<file path="config.mk">
export PLATFORM = sky130hd
export DESIGN_NAME = sine_tone_generator
export DESIGN_NICKNAME = d
export VERILOG_FILES = /design/src/rtl/stg_pkg.sv /design/src/rtl/stg_mult.sv /design/src/rtl/stg_sine.sv /design/src/rtl/stg_div.sv /design/src/rtl/sine_tone_generator.sv
export SDC_FILE = /design/constraint.sdc
export NUM_CORES = 1
export LEC_CHECK = 0
export ABC_CLOCK_PERIOD_IN_PS = 10750
export CAP_MARGIN = 5
export CORE_ASPECT_RATIO = 1.1
export CORE_MARGIN = 4
export CORE_UTILIZATION = 65
export DETAILED_ROUTE_END_ITERATION = 10
export DONT_BUFFER_PORTS = 1
export HOLD_SLACK_MARGIN = 0.08
export PLACE_DENSITY = 0.81
export SETUP_SLACK_MARGIN = 0.1
export SYNTH_ARGS = -nofsm -noshare
export SYNTH_HDL_FRONTEND = slang
export SYNTH_SLANG_ARGS = --single-unit
export TNS_END_PERCENT = 50
</file>
<file path="constraint.sdc">
create_clock -name clk -period 10.75 [get_ports clk]
set_clock_uncertainty 0.1 [all_clocks]
set_input_delay 0.5375 -clock clk [delete_from_list [all_inputs] [get_ports clk]]
set_output_delay 0.5375 -clock clk [all_outputs]
set_load 0.02 [all_outputs]
</file>
<file path="src/rtl/stg_pkg.sv">
// Shared types and constants for the sine tone generator.
// Used by stg_mult, stg_sine, stg_div and sine_tone_generator; no dependencies.
package stg_pkg;

    // Field widths fixed by the register map and the stream items.
    localparam int TONE_W   = 15;
    localparam int RATE_W   = 18;
    localparam int VOL_W    = 15;
    localparam int SAMPLE_W = 16;
    localparam int ANGLE_W  = 16;
    localparam int MUL_W    = 16;
    localparam int PROD_W   = 2 * MUL_W;

    localparam int PHASE_BITS_DEF = 32;

    // Register map: byte address 4*index.
    localparam int ADDR_W = 4;
    localparam logic [1:0] REG_TONE   = 2'd0;
    localparam logic [1:0] REG_RATE   = 2'd1;
    localparam logic [1:0] REG_VOLUME = 2'd2;

    localparam logic [TONE_W-1:0] TONE_RST   = 15'd260;
    localparam logic [RATE_W-1:0] RATE_RST   = 18'd48000;
    localparam logic [VOL_W-1:0]  VOLUME_RST = 15'd4000;

    // Sine polynomial coefficients (Q15 scaling).
    localparam logic [MUL_W-1:0] SIN_A   = 16'd51472;
    localparam logic [MUL_W-1:0] SIN_B   = 16'd21024;
    localparam logic [MUL_W-1:0] SIN_C   = 16'd2320;
    localparam logic [MUL_W-1:0] SIN_MAX = 16'd32767;

    typedef struct packed {
        logic busy;
        logic done;
    } unit_stat_t;

    typedef enum logic {
        ST_IDLE,
        ST_CALC
    } top_state_t;

    typedef enum logic [2:0] {
        SIN_IDLE,
        SIN_SQ,
        SIN_C2,
        SIN_ZT,
        SIN_ZA,
        SIN_SV,
        SIN_FIN
    } sin_state_t;

endpackage

</file>
<file path="src/rtl/stg_mult.sv">
// Shared unsigned multiplier with a registered product.
// Depends on stg_pkg for operand widths.
module stg_mult (
    input  logic                          clk,
    input  logic [stg_pkg::MUL_W-1:0]     op_a,
    input  logic [stg_pkg::MUL_W-1:0]     op_b,
    output logic [stg_pkg::PROD_W-1:0]    prod
);

    logic [stg_pkg::PROD_W-1:0] prod_reg;

    always_ff @(posedge clk)
    begin
        prod_reg <= op_a * op_b;
    end

    assign prod = prod_reg;

endmodule

</file>
<file path="src/rtl/stg_sine.sv">
// Sine evaluation and volume scaling, sequenced over one shared multiplier.
// Depends on stg_pkg and stg_mult.
module stg_sine (
    input  logic                                clk,
    input  logic                                rst_n,
    input  logic                                start,
    input  logic [stg_pkg::ANGLE_W-1:0]         angle,
    input  logic [stg_pkg::VOL_W-1:0]           volume,
    output stg_pkg::unit_stat_t                 stat,
    output logic signed [stg_pkg::SAMPLE_W-1:0] sample
);

    localparam int MW = stg_pkg::MUL_W;

    stg_pkg::sin_state_t state_reg, state_next;

    logic [MW-1:0]              zq_reg, zq_next;
    logic [MW-1:0]              z2_reg, z2_next;
    logic                       neg_reg, neg_next;
    logic                       done_reg, done_next;
    logic signed [MW-1:0]       sample_reg, sample_next;
    logic [MW-1:0]              op_a, op_b;
    logic [stg_pkg::PROD_W-1:0] prod;
    logic [MW-1:0]              prod_q15;
    logic [13:0]                r;
    logic [14:0]                z;

    assign prod_q15 = prod[30:15];
    assign r        = angle[13:0];
    assign z        = angle[14] ? 15'(15'd16384 - {1'b0, r}) : {1'b0, r};

    stg_mult u_mult (
        .clk  (clk),
        .op_a (op_a),
        .op_b (op_b),
        .prod (prod)
    );

    // Next state
    always_comb
    begin
        state_next = state_reg;
        unique case (state_reg)
            stg_pkg::SIN_IDLE: if (start) state_next = stg_pkg::SIN_SQ;
            stg_pkg::SIN_SQ:   state_next = stg_pkg::SIN_C2;
            stg_pkg::SIN_C2:   state_next = stg_pkg::SIN_ZT;
            stg_pkg::SIN_ZT:   state_next = stg_pkg::SIN_ZA;
            stg_pkg::SIN_ZA:   state_next = stg_pkg::SIN_SV;
            stg_pkg::SIN_SV:   state_next = stg_pkg::SIN_FIN;
            stg_pkg::SIN_FIN:  state_next = stg_pkg::SIN_IDLE;
            default:           state_next = stg_pkg::SIN_IDLE;
        endcase
    end

    // Operand selection and data path
    always_comb
    begin
        op_a        = zq_reg;
        op_b        = zq_reg;
        zq_next     = zq_reg;
        z2_next     = z2_reg;
        neg_next    = neg_reg;
        done_next   = done_reg;
        sample_next = sample_reg;
        unique case (state_reg)
            stg_pkg::SIN_IDLE:
            begin
                if (start)
                begin
                    zq_next   = {z, 1'b0};
                    neg_next  = angle[15];
                    done_next = 1'b0;
                end
            end
            stg_pkg::SIN_SQ:
            begin
                op_a = zq_reg;
                op_b = zq_reg;
            end
            stg_pkg::SIN_C2:
            begin
                z2_next = prod_q15;
                op_a    = stg_pkg::SIN_C;
                op_b    = prod_q15;
            end
            stg_pkg::SIN_ZT:
            begin
                op_a = z2_reg;
                op_b = stg_pkg::SIN_B - prod_q15;
            end
            stg_pkg::SIN_ZA:
            begin
                op_a = zq_reg;
                op_b = stg_pkg::SIN_A - prod_q15;
            end
            stg_pkg::SIN_SV:
            begin
                op_a = (prod_q15 > stg_pkg::SIN_MAX) ? stg_pkg::SIN_MAX : prod_q15;
                op_b = {1'b0, volume};
            end
            stg_pkg::SIN_FIN:
            begin
                sample_next = neg_reg ? -$signed(prod_q15) : $signed(prod_q15);
                done_next   = 1'b1;
            end
            default:
            begin
                done_next = done_reg;
            end
        endcase
    end

    always_ff @(posedge clk or negedge rst_n)
    begin
        if (!rst_n)
        begin
            state_reg <= stg_pkg::SIN_IDLE;
            done_reg  <= 1'b0;
        end
        else
        begin
            state_reg <= state_next;
            done_reg  <= done_next;
        end
    end

    always_ff @(posedge clk)
    begin
        zq_reg     <= zq_next;
        z2_reg     <= z2_next;
        neg_reg    <= neg_next;
        sample_reg <= sample_next;
    end

    assign stat.busy = (state_reg != stg_pkg::SIN_IDLE);
    assign stat.done = done_reg;
    assign sample    = sample_reg;

endmodule

</file>
<file path="src/rtl/stg_div.sv">
// Restoring divider for the phase increment: (tone << PHASE_BITS) / rate.
// One quotient bit per cycle; depends on stg_pkg.
module stg_div #(
    parameter int PHASE_BITS = stg_pkg::PHASE_BITS_DEF
) (
    input  logic                           clk,
    input  logic                           rst_n,
    input  logic                           start,
    input  logic [stg_pkg::TONE_W-1:0]     tone,
    input  logic [stg_pkg::RATE_W-1:0]     rate,
    output stg_pkg::unit_stat_t            stat,
    output logic [PHASE_BITS-1:0]          incr
);

    localparam int TW     = stg_pkg::TONE_W;
    localparam int RW     = stg_pkg::RATE_W;
    localparam int STEPS  = TW + PHASE_BITS;
    localparam int CNT_W  = $clog2(STEPS + 1);
    localparam int TIDX_W = $clog2(TW);

    logic [CNT_W-1:0]      cnt_reg, cnt_next;
    logic                  busy_reg, busy_next;
    logic                  done_reg, done_next;
    logic [RW-1:0]         rem_reg, rem_next;
    logic [PHASE_BITS-1:0] quot_reg, quot_next;
    logic [TIDX_W-1:0]     tone_idx;
    logic                  dvd_bit;
    logic [RW:0]           trial;
    logic                  ge;

    assign tone_idx = TIDX_W'(TW - 1) - cnt_reg[TIDX_W-1:0];
    assign dvd_bit  = (cnt_reg < CNT_W'(TW)) ? tone[tone_idx] : 1'b0;
    assign trial    = {rem_reg, dvd_bit};
    assign ge       = (trial >= {1'b0, rate});

    always_comb
    begin
        cnt_next  = cnt_reg;
        busy_next = busy_reg;
        done_next = done_reg;
        rem_next  = rem_reg;
        quot_next = quot_reg;
        if (start && !busy_reg)
        begin
            cnt_next  = '0;
            busy_next = 1'b1;
            done_next = 1'b0;
            rem_next  = '0;
            quot_next = '0;
        end
        else if (busy_reg)
        begin
            rem_next  = ge ? RW'(trial - {1'b0, rate}) : trial[RW-1:0];
            quot_next = {quot_reg[PHASE_BITS-2:0], ge};
            cnt_next  = cnt_reg + 1'b1;
            if (cnt_reg == CNT_W'(STEPS - 1))
            begin
                busy_next = 1'b0;
                done_next = 1'b1;
            end
        end
    end

    always_ff @(posedge clk or negedge rst_n)
    begin
        if (!rst_n)
        begin
            busy_reg <= 1'b0;
            done_reg <= 1'b0;
            cnt_reg  <= '0;
        end
        else
        begin
            busy_reg <= busy_next;
            done_reg <= done_next;
            cnt_reg  <= cnt_next;
        end
    end

    always_ff @(posedge clk)
    begin
        rem_reg  <= rem_next;
        quot_reg <= quot_next;
    end

    // A zero rate gives no increment: hold the phase.
    assign incr      = (rate == '0) ? '0 : quot_reg;
    assign stat.busy = busy_reg;
    assign stat.done = done_reg;

endmodule

</file>
<file path="src/rtl/sine_tone_generator.sv">
// Top level of the sine tone generator: register port, stream handshake, phase.
// Depends on stg_pkg, stg_sine and stg_div.
//
// Direct digital synthesis sine oscillator. Each item taken on the slave stream
// requests one audio sample; the result item carries sin(phase) * volume, truncated
// toward zero, on both the left and right halves of m_tdata, with m_tlast copying
// the request's batch_end bit. After each sample the phase (a PHASE_BITS-wide
// fraction of one turn, reset to zero) advances by floor(tone_hz * 2^PHASE_BITS /
// sample_rate) and wraps; a zero sample rate holds the phase. The bit-serial
// increment divider retires one quotient bit per cycle over 15 + PHASE_BITS steps;
// the sine polynomial and volume scaling run alongside it on one shared 16x16
// multiplier in six steps. Once both are done and the output register can take
// the sample, it is loaded there and shows on m_tvalid. s_tready is low while an
// item is in work. The finished sample sits in an output register, so the next
// request is taken while a result still waits on m_tready. Registers tone_hz (0x0),
// sample_rate (0x4) and volume (0x8) sit on the APB port and should be written
// only while no item is in work.
module sine_tone_generator #(
    parameter int PHASE_BITS = stg_pkg::PHASE_BITS_DEF
) (
    input  logic                        clk,
    input  logic                        rst_n,
    // Configuration port
    input  logic                        psel,
    input  logic                        penable,
    input  logic                        pwrite,
    input  logic [stg_pkg::ADDR_W-1:0]  paddr,
    input  logic [31:0]                 pwdata,
    output logic [31:0]                 prdata,
    output logic                        pready,
    // Sample requests
    input  logic                        s_tvalid,
    output logic                        s_tready,
    input  logic [7:0]                  s_tdata,  // [0] batch_end, [7:1] zero
    // Samples
    output logic                        m_tvalid,
    input  logic                        m_tready,
    output logic [31:0]                 m_tdata,  // [15:0] left_sample, [31:16] right_sample
    output logic                        m_tlast   // last_sample
);

    localparam int SW = stg_pkg::SAMPLE_W;

    stg_pkg::top_state_t state_reg, state_next;

    logic [stg_pkg::TONE_W-1:0] tone_reg;
    logic [stg_pkg::RATE_W-1:0] rate_reg;
    logic [stg_pkg::VOL_W-1:0]  volume_reg;
    logic [PHASE_BITS-1:0]      phase_reg, phase_next;
    logic                       last_reg, last_next;
    logic                       out_valid_reg, out_valid_next;
    logic                       out_last_reg, out_last_next;
    logic signed [SW-1:0]       out_sample_reg, out_sample_next;

    logic                       cfg_write;
    logic [1:0]                 reg_idx;
    logic                       accept;
    logic                       calc_finish;
    logic                       slot_free;
    stg_pkg::unit_stat_t        sin_stat, div_stat;
    logic signed [SW-1:0]       sine_sample;
    logic [PHASE_BITS-1:0]      incr;

    // ------------------------------------------------------------------
    // Configuration registers
    // ------------------------------------------------------------------
    assign pready    = 1'b1;
    assign reg_idx   = paddr[3:2];
    assign cfg_write = psel && penable && pwrite && pready;

    always_ff @(posedge clk or negedge rst_n)
    begin
        if (!rst_n)
        begin
            tone_reg   <= stg_pkg::TONE_RST;
            rate_reg   <= stg_pkg::RATE_RST;
            volume_reg <= stg_pkg::VOLUME_RST;
        end
        else if (cfg_write)
        begin
            unique case (reg_idx)
                stg_pkg::REG_TONE:   tone_reg   <= pwdata[stg_pkg::TONE_W-1:0];
                stg_pkg::REG_RATE:   rate_reg   <= pwdata[stg_pkg::RATE_W-1:0];
                stg_pkg::REG_VOLUME: volume_reg <= pwdata[stg_pkg::VOL_W-1:0];
                default:             ; // unmapped address: drop the write
            endcase
        end
    end

    always_comb
    begin
        unique case (reg_idx)
            stg_pkg::REG_TONE:   prdata = 32'(tone_reg);
            stg_pkg::REG_RATE:   prdata = 32'(rate_reg);
            stg_pkg::REG_VOLUME: prdata = 32'(volume_reg);
            default:             prdata = '0;
        endcase
    end

    // ------------------------------------------------------------------
    // Compute units: both start on the accepted item and run side by side
    // ------------------------------------------------------------------
    assign accept = s_tvalid && s_tready;

    stg_sine u_sine (
        .clk    (clk),
        .rst_n  (rst_n),
        .start  (accept),
        .angle  (phase_reg[PHASE_BITS-1 -: stg_pkg::ANGLE_W]),
        .volume (volume_reg),
        .stat   (sin_stat),
        .sample (sine_sample)
    );

    stg_div #(
        .PHASE_BITS (PHASE_BITS)
    ) u_div (
        .clk   (clk),
        .rst_n (rst_n),
        .start (accept),
        .tone  (tone_reg),
        .rate  (rate_reg),
        .stat  (div_stat),
        .incr  (incr)
    );

    // Finish once both units are done and the output register can take the sample.
    assign slot_free   = !out_valid_reg || m_tready;
    assign calc_finish = (state_reg == stg_pkg::ST_CALC) && sin_stat.done && div_stat.done
                         && slot_free;

    // ------------------------------------------------------------------
    // Sequencer
    // ------------------------------------------------------------------
    always_comb
    begin
        state_next = state_reg;
        unique case (state_reg)
            stg_pkg::ST_IDLE: if (accept)      state_next = stg_pkg::ST_CALC;
            stg_pkg::ST_CALC: if (calc_finish) state_next = stg_pkg::ST_IDLE;
            default:                           state_next = stg_pkg::ST_IDLE;
        endcase
    end

    always_comb
    begin
        s_tready        = (state_reg == stg_pkg::ST_IDLE);
        last_next       = accept ? s_tdata[0] : last_reg;
        phase_next      = calc_finish ? phase_reg + incr : phase_reg;
        out_sample_next = calc_finish ? sine_sample : out_sample_reg;
        out_last_next   = calc_finish ? last_reg : out_last_reg;
        if (calc_finish)
        begin
            out_valid_next = 1'b1;
        end
        else if (m_tready)
        begin
            out_valid_next = 1'b0;
        end
        else
        begin
            out_valid_next = out_valid_reg;
        end
    end

    always_ff @(posedge clk or negedge rst_n)
    begin
        if (!rst_n)
        begin
            state_reg     <= stg_pkg::ST_IDLE;
            phase_reg     <= '0;
            out_valid_reg <= 1'b0;
        end
        else
        begin
            state_reg     <= state_next;
            phase_reg     <= phase_next;
            out_valid_reg <= out_valid_next;
        end
    end

    // Payload: hold until the next accept or finish.
    always_ff @(posedge clk)
    begin
        last_reg       <= last_next;
        out_sample_reg <= out_sample_next;
        out_last_reg   <= out_last_next;
    end

    assign m_tvalid = out_valid_reg;
    assign m_tdata  = {out_sample_reg, out_sample_reg};
    assign m_tlast  = out_last_reg;

`ifndef ASSERT_OFF
    // The phase moves only when a sample is handed to the output register.
    a_phase_hold: assert property (@(posedge clk) disable iff (!rst_n)
        !calc_finish |=> phase_reg == $past(phase_reg))
        else $error("phase changed without a finished sample");

    // A new item never starts while either unit is still working.
    a_units_free: assert property (@(posedge clk) disable iff (!rst_n)
        accept |-> !sin_stat.busy && !div_stat.busy)
        else $error("item accepted while a compute unit is busy");

    // A finished sample never overwrites one that has not been taken.
    a_no_overwrite: assert property (@(posedge clk) disable iff (!rst_n)
        calc_finish |-> !out_valid_reg || m_tready)
        else $error("pending sample overwritten");

    // Left and right channels always agree.
    a_stereo_equal: assert property (@(posedge clk) disable iff (!rst_n)
        m_tvalid |-> m_tdata[31:16] == m_tdata[15:0])
        else $error("left and right samples differ");
`endif

endmodule
</file>
======== Yosys cells after proc, flatten, opt, wreduce, memory -nomap -nowiden ========
Cells that the tools add are included.
cells by class
  muxes and demuxes ....................... 28
  shift operators ......................... 0
  reductions and logical operators ........ 23
  order comparisons ....................... 4
  bitwise logic cells ..................... 1
  equality and inequality tests ........... 10
  add/subtract/negate cells ............... 8
  divide/modulo/power cells ............... 0
  multiply operators ...................... 1
operator list
  kind                      count
  $pmux W16 S4              1
  $pmux W18 S3              1
  $pmux W16 S3              1
  $add A32 B32 Y32          1
  $mux W16                  2
  $mux W32                  1
  $mul A16 B16 Y31          1
  $ge A19 B18 Y1            1
  $logic_not A18 Y1         1
  $mux W18                  1
  $pmux W3 S6               1
  $sub A18 B18 Y18          1
  $gt A16 B15 Y1 const B    1
  $neg A16 Y16              1
  $sub A15 B16 Y16 const A  1
  $sub A16 B16 Y16 const A  1
  $sub A15 B14 Y15 const A  1
  $mux W14                  1
  $mux W1                   13
  $mux W6                   2
  $reduce_and A2 Y1         6
  $eq A3 B3 Y1 const B      3
  $reduce_bool A2 Y1        4
  $logic_and A1 B1 Y1       7
  other kinds (18)          21
word-level totals
  register bits ........................... 241
  word-level logic and storage cells ...... 97
  bits of input ports ..................... 51
  bits in read-only memories .............. 0
  memories ................................ 0
  RAM bits ................................ 0
  bits in latches ......................... 0

======== Logic depth before layout (Yosys ltp) ========
Gate-level depths: netlist of the first run.
  word-level depth ........................ 6
  mapped depth ............................ 36

======== Hierarchy ========
Synthesis of the first run repeated with hierarchy kept, for this count alone.
second synthesis, totals
  cell total of the unflattened synthesis .. 2469
  area, all modules ....................... 22490.3 um2
by module, submodules not included
  module               cells each  seq. area each (um2)  times used  area each (um2)
  stg_mult             1057        640.6                 1           9328.9
  sine_tone_generator  549         2611.3                1           5763.0
  stg_div              468         1201.2                1           3742.3
  stg_sine             395         1541.5                1           3656.0

======== Worst setup path before layout of the first run ========
OpenSTA, ideal clock, no wires.
  kind .................................... register -> register
  start point ............................. register u_sine.state_reg[1]
  end point ............................... register u_sine.u_mult.prod_reg, in the netlist u_sine.u_mult.prod[29]
  cell stages (with the launch flop) ...... 35
  data required time ...................... 10578 ps
  period minus slack after synthesis ...... 8099 ps
  path slack .............................. 2651 ps
  arrival time ............................ 7927 ps
  path buffers ............................ 2
  cells stage by stage .................... dfrtp_1 > nand2b_4 > buf_6 > nor2_1 > inv_1 > ha_1 > a21o_1 > a31oi_1 > o21bai_1 > a21oi_1 > nor2_1 > xor2_1 > nor2_1 > o21ai_1 > buf_2 > nand2_1 > fa_1 > inv_1 > fa_1 > fa_1 > fa_1 > fa_1 > inv_1 > fa_1 > inv_1 > ha_1 > a21o_1 > a21oi_1 > o21ai_0 > a31o_2 > a21oi_1 > nor3b_1 > a21oi_2 > nor2_1 > xnor2_1
between the ends
  longest elaborated chain between the ends .. 3
  elaborated cells between the ends (all ways) .. 7
ends and longest elaborated chain
  what                                          RTL line         text
  start, declared                               stg_sine.sv:15   stg_pkg::sin_state_t state_reg, state_next;
  start signal, assigned                        stg_sine.sv:117  state_reg <= stg_pkg::SIN_IDLE;
  start signal, assigned                        stg_sine.sv:122  state_reg <= state_next;
  $eq A3 B3 Y1 or $eq A3 B2 Y1 (tied branches)  stg_sine.sv:65   unique case (state_reg)
  $pmux W16 S4 or $pmux W16 S3 (tied branches)  stg_sine.sv:65
  $mul A16 B16 Y31 (*)                          stg_mult.sv:14   prod_reg <= op_a * op_b;
  end signal, assigned                          stg_mult.sv:14
  end, declared                                 stg_mult.sv:10   logic [stg_pkg::PROD_W-1:0] prod_reg;
Mark *: on every way between the ends. The rest lies on a longest branch, timed or not.
A chain may end at the register's enable or synchronous reset.

======== Worst setup path after layout of the first run ========
Same ends and word-level chain as after synthesis.

==> impl_metrics.csv, run 1 <==
group,metric,value,unit
run_status,status,"finished, final reports clean",
yosys,async_flop_share,41.6,%
job,maxCapViolations,0,
critical_path,reg2reg_depth,33,
critical_path,cp-start-kind,"flop",
critical_path,crit_arrival,10.02,ns
floorplan,ioPinCount,119,
yosys,yosys_warnings,0,
global_routing,antenna_found_initial,1,
clock_network,path_clk_slew,0.06,ns
critical_path,r2r-start,"u_sine.state_reg[1]",
yosys,synth_edf_count,66,
detailed_routing,wl,53900,µm
global_routing,grtUsageTotal,30.4,%
detailed_routing,drtAntennaViolNets,0,
floorplan,core-area,32300,µm²
yosys,synthTopCellsByArea,"fa_1 (18%), edfxtp_1 (9.3%), dfrtp_1 (9.3%)",
floorplan,die-height,197,µm
clock_network,cts-htree-levels,1,
sta,setup_viol,0,
critical_path,reg2reg_slack,1.07,ns
placed_design,place_hpwl,39700,µm
final_layout,diodes,0,
floorplan,rows,69,
critical_path,cp.required,11.09,ns
detailed_routing,drc,0,
final_layout,fill_cells,2431,
critical_path,crit_path_max_fanout,11,
critical_path,crit_start,"u_sine.state_reg[1]",
sta,slew_headroom,19.7,%
clock_network,cts_tree,"built",
critical_path,timing.rr.end,"u_sine.u_mult.prod[29]",
global_routing,grt_max_degree,95,
detailed_routing,post_drt_wl_per_cell,19.6,µm
detailed_routing,drt_iter0_markers,1620,
detailed_routing,first_pass_iters,7,
critical_path,critical-path-max-stage-delay,0.83,ns
floorplan,dieWidth,180,µm
yosys,synthFlopType,"dfrtp_1",
final_layout,syn_to_final_growth,5.86,%
placed_design,place_congestion,0.956,
yosys,synth_area,21200,µm²
sta,min_period,9.68,ns
global_routing,grt_pass1_vias,17700,
clock_network,cts_buffer_depth,3,
yosys,ys_seq_elements,226,
critical_path,crit_type,"reg -> reg",
critical_path,cp_slowest_cell,"o21ai_1",
clock_network,cts-buffers-inserted,24,
placed_design,io_buffers,0,
final_layout,nets,2709,
sta,finalHoldViolations,0,
floorplan,initial_core_util,65.7,%
global_routing,grt_pass1_wl,89000,µm
yosys,syn_avg_cell_area,9.05,µm²
final_layout,drive_gt1_share,7.31,%
yosys,synthCells,2345,
detailed_routing,viasPerCell,6.20,
clock_network,clk_latency,0.53,ns
sta,fin_tns_setup,0,ns
critical_path,endpoint_kind,"flop",
clock_network,cts_setup_buffers,0,
critical_path,cpMostUsedCell,"fa_1",
yosys,yosysUniqueCellTypes,91,
sta,tightest_slew,1.20,ns
clock_network,cts_root_buffer,"clkbuf_16",
sta,fin_crit_sh,90.1,%
global_routing,grt-ovfl-total,0,
critical_path,cp-endpoint,"u_sine.u_mult.prod[29]",
sta,fmax,103,MHz
yosys,yosys.area.top_type,"fa_1",
floorplan,die_area,35600,µm²
min_path,hp-class,"in -> reg",
yosys,yosysSeqAreaShare,26.7,%
clock_network,numClockSinks,226,
detailed_routing,vias,17100,
sta,finalMaxSlewViolations,0,
yosys,synth_top_cell_area_share,18.3,%
sta,rsz0062_at_grt,"false",
## critical path, delay by kind of cell (launching register included)
kind / cells / cell delay, ns
adder cells (fa/ha/maj): 8 / 3.88
AND/OR/NAND/NOR: 7 / 1.31
buffers and inverters: 5 / 0.69
AO/OA/AOI/OAI: 11 / 2.89
XOR/XNOR: 2 / 0.32
flip-flops: 1 / 0.38
## routing by layer
layer | vias up | GRT usage [%] | share of wire [%] | routed length, µm
met5 | - | 0 | 0 | 0
met4 | 0 | 14.8 | 5.3 | 2860
met3 | 230 | 4.36 | 7.2 | 3880
met2 | 775 | 54.4 | 51 | 27600
met1 | 8342 | 36.1 | 36 | 19600
li1 | 7725 | - | - | -
## how the worst min path moves through the flow
stage          startpoint      endpoint  depth (start not counted)
3_3_place_gp        rst_n  rate_reg[16]                          0
4_1_cts          m_tready      m_tvalid                          2
2_1_floorplan       rst_n      m_tvalid                          0
3_5_place_dp        rst_n   rate_reg[3]                          0
6_report         m_tready      m_tvalid                          2
5_1_grt          m_tready      m_tvalid                          2
## cells in the final DEF (no fill, tap or decap), drive strengths merged, types with 13 or more instances in the layout
master and instances:
nand2 379, inv 288, fa 194, o21ai 172
ha 156, nor2 91, dfrtp 79, a21oi 71
edfxtp 66, dfxtp 66, and2 63, xnor2 61
nand3 44, nor2b 43, mux2 43, buf 40
a21o 39, clkbuf 34, xor2 28, nor3 26
mux2i 24, dlygate4sd3 20, a22o 17, o21a 17
conb 15, dfstp 15, o211ai 15, o31ai 13
nand2b 13
## final cells by class
class                   count  area (µm²)  area share, %
flip-flops and latches    226        5680           25.3
clock inverters            10        92.6          0.412
multi-input cells        1709       13900           61.9
well taps                 426         533           2.37
repair buffers             60         520           2.32
inverters                 287        1080           4.80
clock buffers              34         668           2.97
## logic make-up after synthesis
family                     synth area share (%)
adders and majority gates                  27.5
xor gates and xnor gates                   3.67
buffers and inverters                      8.14
muxes                                      3.73
DFF                                        26.7
other                                    0.0354
AOI/OAI and AO/OA                          14.3
and+or+nand+nor                            15.9
## timing repair
| action | in CTS | in global routing |
|---|---|---|
| hold endpoints to repair | 143 | 0 |
| resized for setup | 0 | 0 |
| hold buffers | 21 | 0 |
## synth_stat cells (13+ instances only)
library cell	n
a21o_1	39
a21oi_1	66
a22o_1	17
and2_1	63
buf_4	33
clkbuf_1	89
dfrtp_1	79
dfstp_2	15
dfxtp_1	66
edfxtp_1	66
fa_1	194
ha_1	156
inv_1	287
mux2_2	34
mux2i_1	24
nand2_1	379
nand3_1	44
nor2_1	90
nor2b_1	43
nor3_1	25
o211ai_1	13
o21a_1	16
o21ai_0	164
xnor2_1	61
xor2_1	28
## stage by stage
stage	cell area, µm²	instances	utilization [%]	hold WS (ns)	setup WS (ns)
final	22500	2752	69.6	0.129	1.07
after global routing	22500	2752	69.6	0.158	0.527
after CTS	22500	2752	69.6	0.110	1.28
after detailed placement	21500	2687	66.5	0.149	1.32
after global placement	21500	2687	66.5	0.149	1.52
after floorplan	21300	2358	-	0.142	2.65
Power of run 1 is not shown: default switching activity piles up to over one toggle a cycle in this logic, so the estimate is an artifact.
==> run 2, diff against run 1 <==
--- a/config.mk
+++ b/config.mk
@@ -6,14 +6,14 @@
 export NUM_CORES = 1
 export LEC_CHECK = 0
 export ABC_CLOCK_PERIOD_IN_PS = 10750
+export BUFFER_PORTS_ARGS = -buffer_cell sky130_fd_sc_hd__buf_2
 export CAP_MARGIN = 5
 export CORE_ASPECT_RATIO = 1.1
 export CORE_MARGIN = 4
-export CORE_UTILIZATION = 65
+export CORE_UTILIZATION = 63
 export DETAILED_ROUTE_END_ITERATION = 10
-export DONT_BUFFER_PORTS = 1
 export HOLD_SLACK_MARGIN = 0.08
-export PLACE_DENSITY = 0.81
+export PLACE_DENSITY = 0.82
 export SETUP_SLACK_MARGIN = 0.1
 export SYNTH_ARGS = -nofsm -noshare
 export SYNTH_HDL_FRONTEND = slang
==> run 2 against run 1 <==
  * Die area increased by 3.0%
  * Via count increased by 1.1%
  * Core utilization decreased by 1.0 points
  * Critical endpoint is now u_sine.u_mult.prod[30]
==> impl_metrics.csv, run 2 (same netlist as run 1, synthesis figures left out) <==
group,metric,value,unit
critical_path,crit_type,"reg -> reg",
global_routing,grt-ovfl-total,0,
critical_path,cp.required,11.05,ns
floorplan,core-area,33300,µm²
sta,fin_tns_setup,0,ns
sta,setup_viol,0,
global_routing,grtUsageTotal,29.5,%
critical_path,crit_family,"adder cells",
detailed_routing,viasPerCell,6.12,
final_layout,diodes,0,
clock_network,cts_resized,0,
critical_path,cpMostUsedCell,"fa_1",
clock_network,path_clk_slew,0.07,ns
placed_design,io_buffers,80,
floorplan,rows,70,
clock_network,clk_latency,0.56,ns
critical_path,crit_path_max_fanout,24,
final_layout,fill_cells,2517,
critical_path,critical-path-max-stage-delay,0.69,ns
critical_path,crit_arrival,10.02,ns
clock_network,cts-htree-levels,1,
critical_path,crit_buf_inv,4,
detailed_routing,drtAntennaViolNets,0,
global_routing,grt_pass1_vias,17800,
detailed_routing,first_pass_iters,6,
min_path,hp-class,"in -> reg",
final_layout,layout_commonest_cell,"nand2_1",
final_layout,most-common-layout-cells,"nand2_1 (379), inv_1 (287), fa_1 (194), o21ai_0 (163), ha_1 (156)",
sta,slew_headroom,15.3,%
sta,rsz0062_at_grt,"false",
detailed_routing,post_drt_wl_per_cell,19.3,µm
detailed_routing,wl,54400,µm
sta,fin_crit_sh,90.4,%
global_routing,grt_pass1_wl,89100,µm
final_layout,syn_to_final_growth,7.48,%
sta,tightest_slew,1.27,ns
clock_network,cts_buffer_depth,3,
critical_path,cp-start-kind,"flop",
detailed_routing,drt_iter0_markers,1408,
placed_design,place_hpwl,40400,µm
global_routing,antenna_found_initial,2,
sta,finalMaxSlewViolations,0,
clock_network,cts_root_buffer,"clkbuf_16",
clock_network,cts-buffers-inserted,24,
clock_network,cts_setup_buffers,0,
clock_network,cts_tree,"built",
floorplan,ioPinCount,119,
final_layout,nets,2771,
placed_design,place_congestion,0.952,
sta,finalHoldViolations,0,
run_status,status,"finished, final reports clean",
floorplan,dieWidth,183,µm
floorplan,die-height,200,µm
sta,min_period,9.72,ns
floorplan,die_area,36700,µm²
critical_path,cp_slowest_cell,"dfrtp_1",
detailed_routing,drc,0,
clock_network,numClockSinks,226,
job,maxCapViolations,0,
global_routing,grt_max_degree,97,
sta,fmax,103,MHz
final_layout,drive_gt1_share,10.8,%
floorplan,initial_core_util,63.7,%
detailed_routing,vias,17300,
critical_path,endpoint_kind,"flop",
[run 2: layout make-up]
| type | instances | area (µm²) | area share [%] |
|---|---|---|---|
| clock inverter | 20 | 289 | 1.27 |
| clock buffer | 24 | 601 | 2.63 |
| inverter | 287 | 1080 | 4.72 |
| multi-input combinational | 1709 | 13900 | 61.0 |
| timing repair buffer | 122 | 721 | 3.16 |
| sequential | 226 | 5680 | 24.9 |
| tap | 432 | 541 | 2.37 |
[run 2: tightest hold or removal path, cell delays in order]
cell and delay [ns]:
buf_2 0.08, nand2_1 0.04, o21ai_0 0.06
[run 2: path summary, 6_finish.rpt]
check | end | cells after the start | from | slack [ns]
worst max-delay path | u_sine.u_mult.prod[30] | 28 | u_sine.state_reg[1] | 1.03
worst min-delay path | rate_reg[17] | 3 | pwdata[17] | 0.09
worst max register to register | u_sine.u_mult.prod[30] | 28 | u_sine.state_reg[1] | 1.03
worst min register to register | out_sample_reg[13] | 0 | u_sine.sample[13] | 0.31
max in group asynchronous | u_div.busy_reg | 3 | rst_n | 8.95
min in group asynchronous | rate_reg[16] | 2 | rst_n | 0.33
[run 2: routing by layer]
layer / global-route usage [%] / share of wire (%)
met1: 36.2 / 37
met2: 51.3 / 50
met3: 4.02 / 7.2
met4: 14.0 / 5.2
met5: 0 / 0
[run 2: what timing repair did]
action / in CTS / in global routing
hold endpoints to repair: 21 / 0
setup endpoints to repair: 0 / 0
hold buffers: 1 / 0
[run 2: per-stage QoR]
stage | setup slack, ns | instance area [µm²] | hold WS, ns | std cells | utilization, %
floorplan | 2.65 | 21300 | 0.142 | 2358 | -
finish | 1.03 | 22800 | 0.0943 | 2820 | 68.5
detailed placement | 1.19 | 21900 | 0.305 | 2773 | 65.8
CTS | 1.05 | 22800 | 0.0824 | 2818 | 68.5
global route | 0.557 | 22800 | 0.0892 | 2820 | 68.5
global placement | 1.49 | 21900 | 0.302 | 2773 | 65.8
Power of run 2 is left out for the same reason.
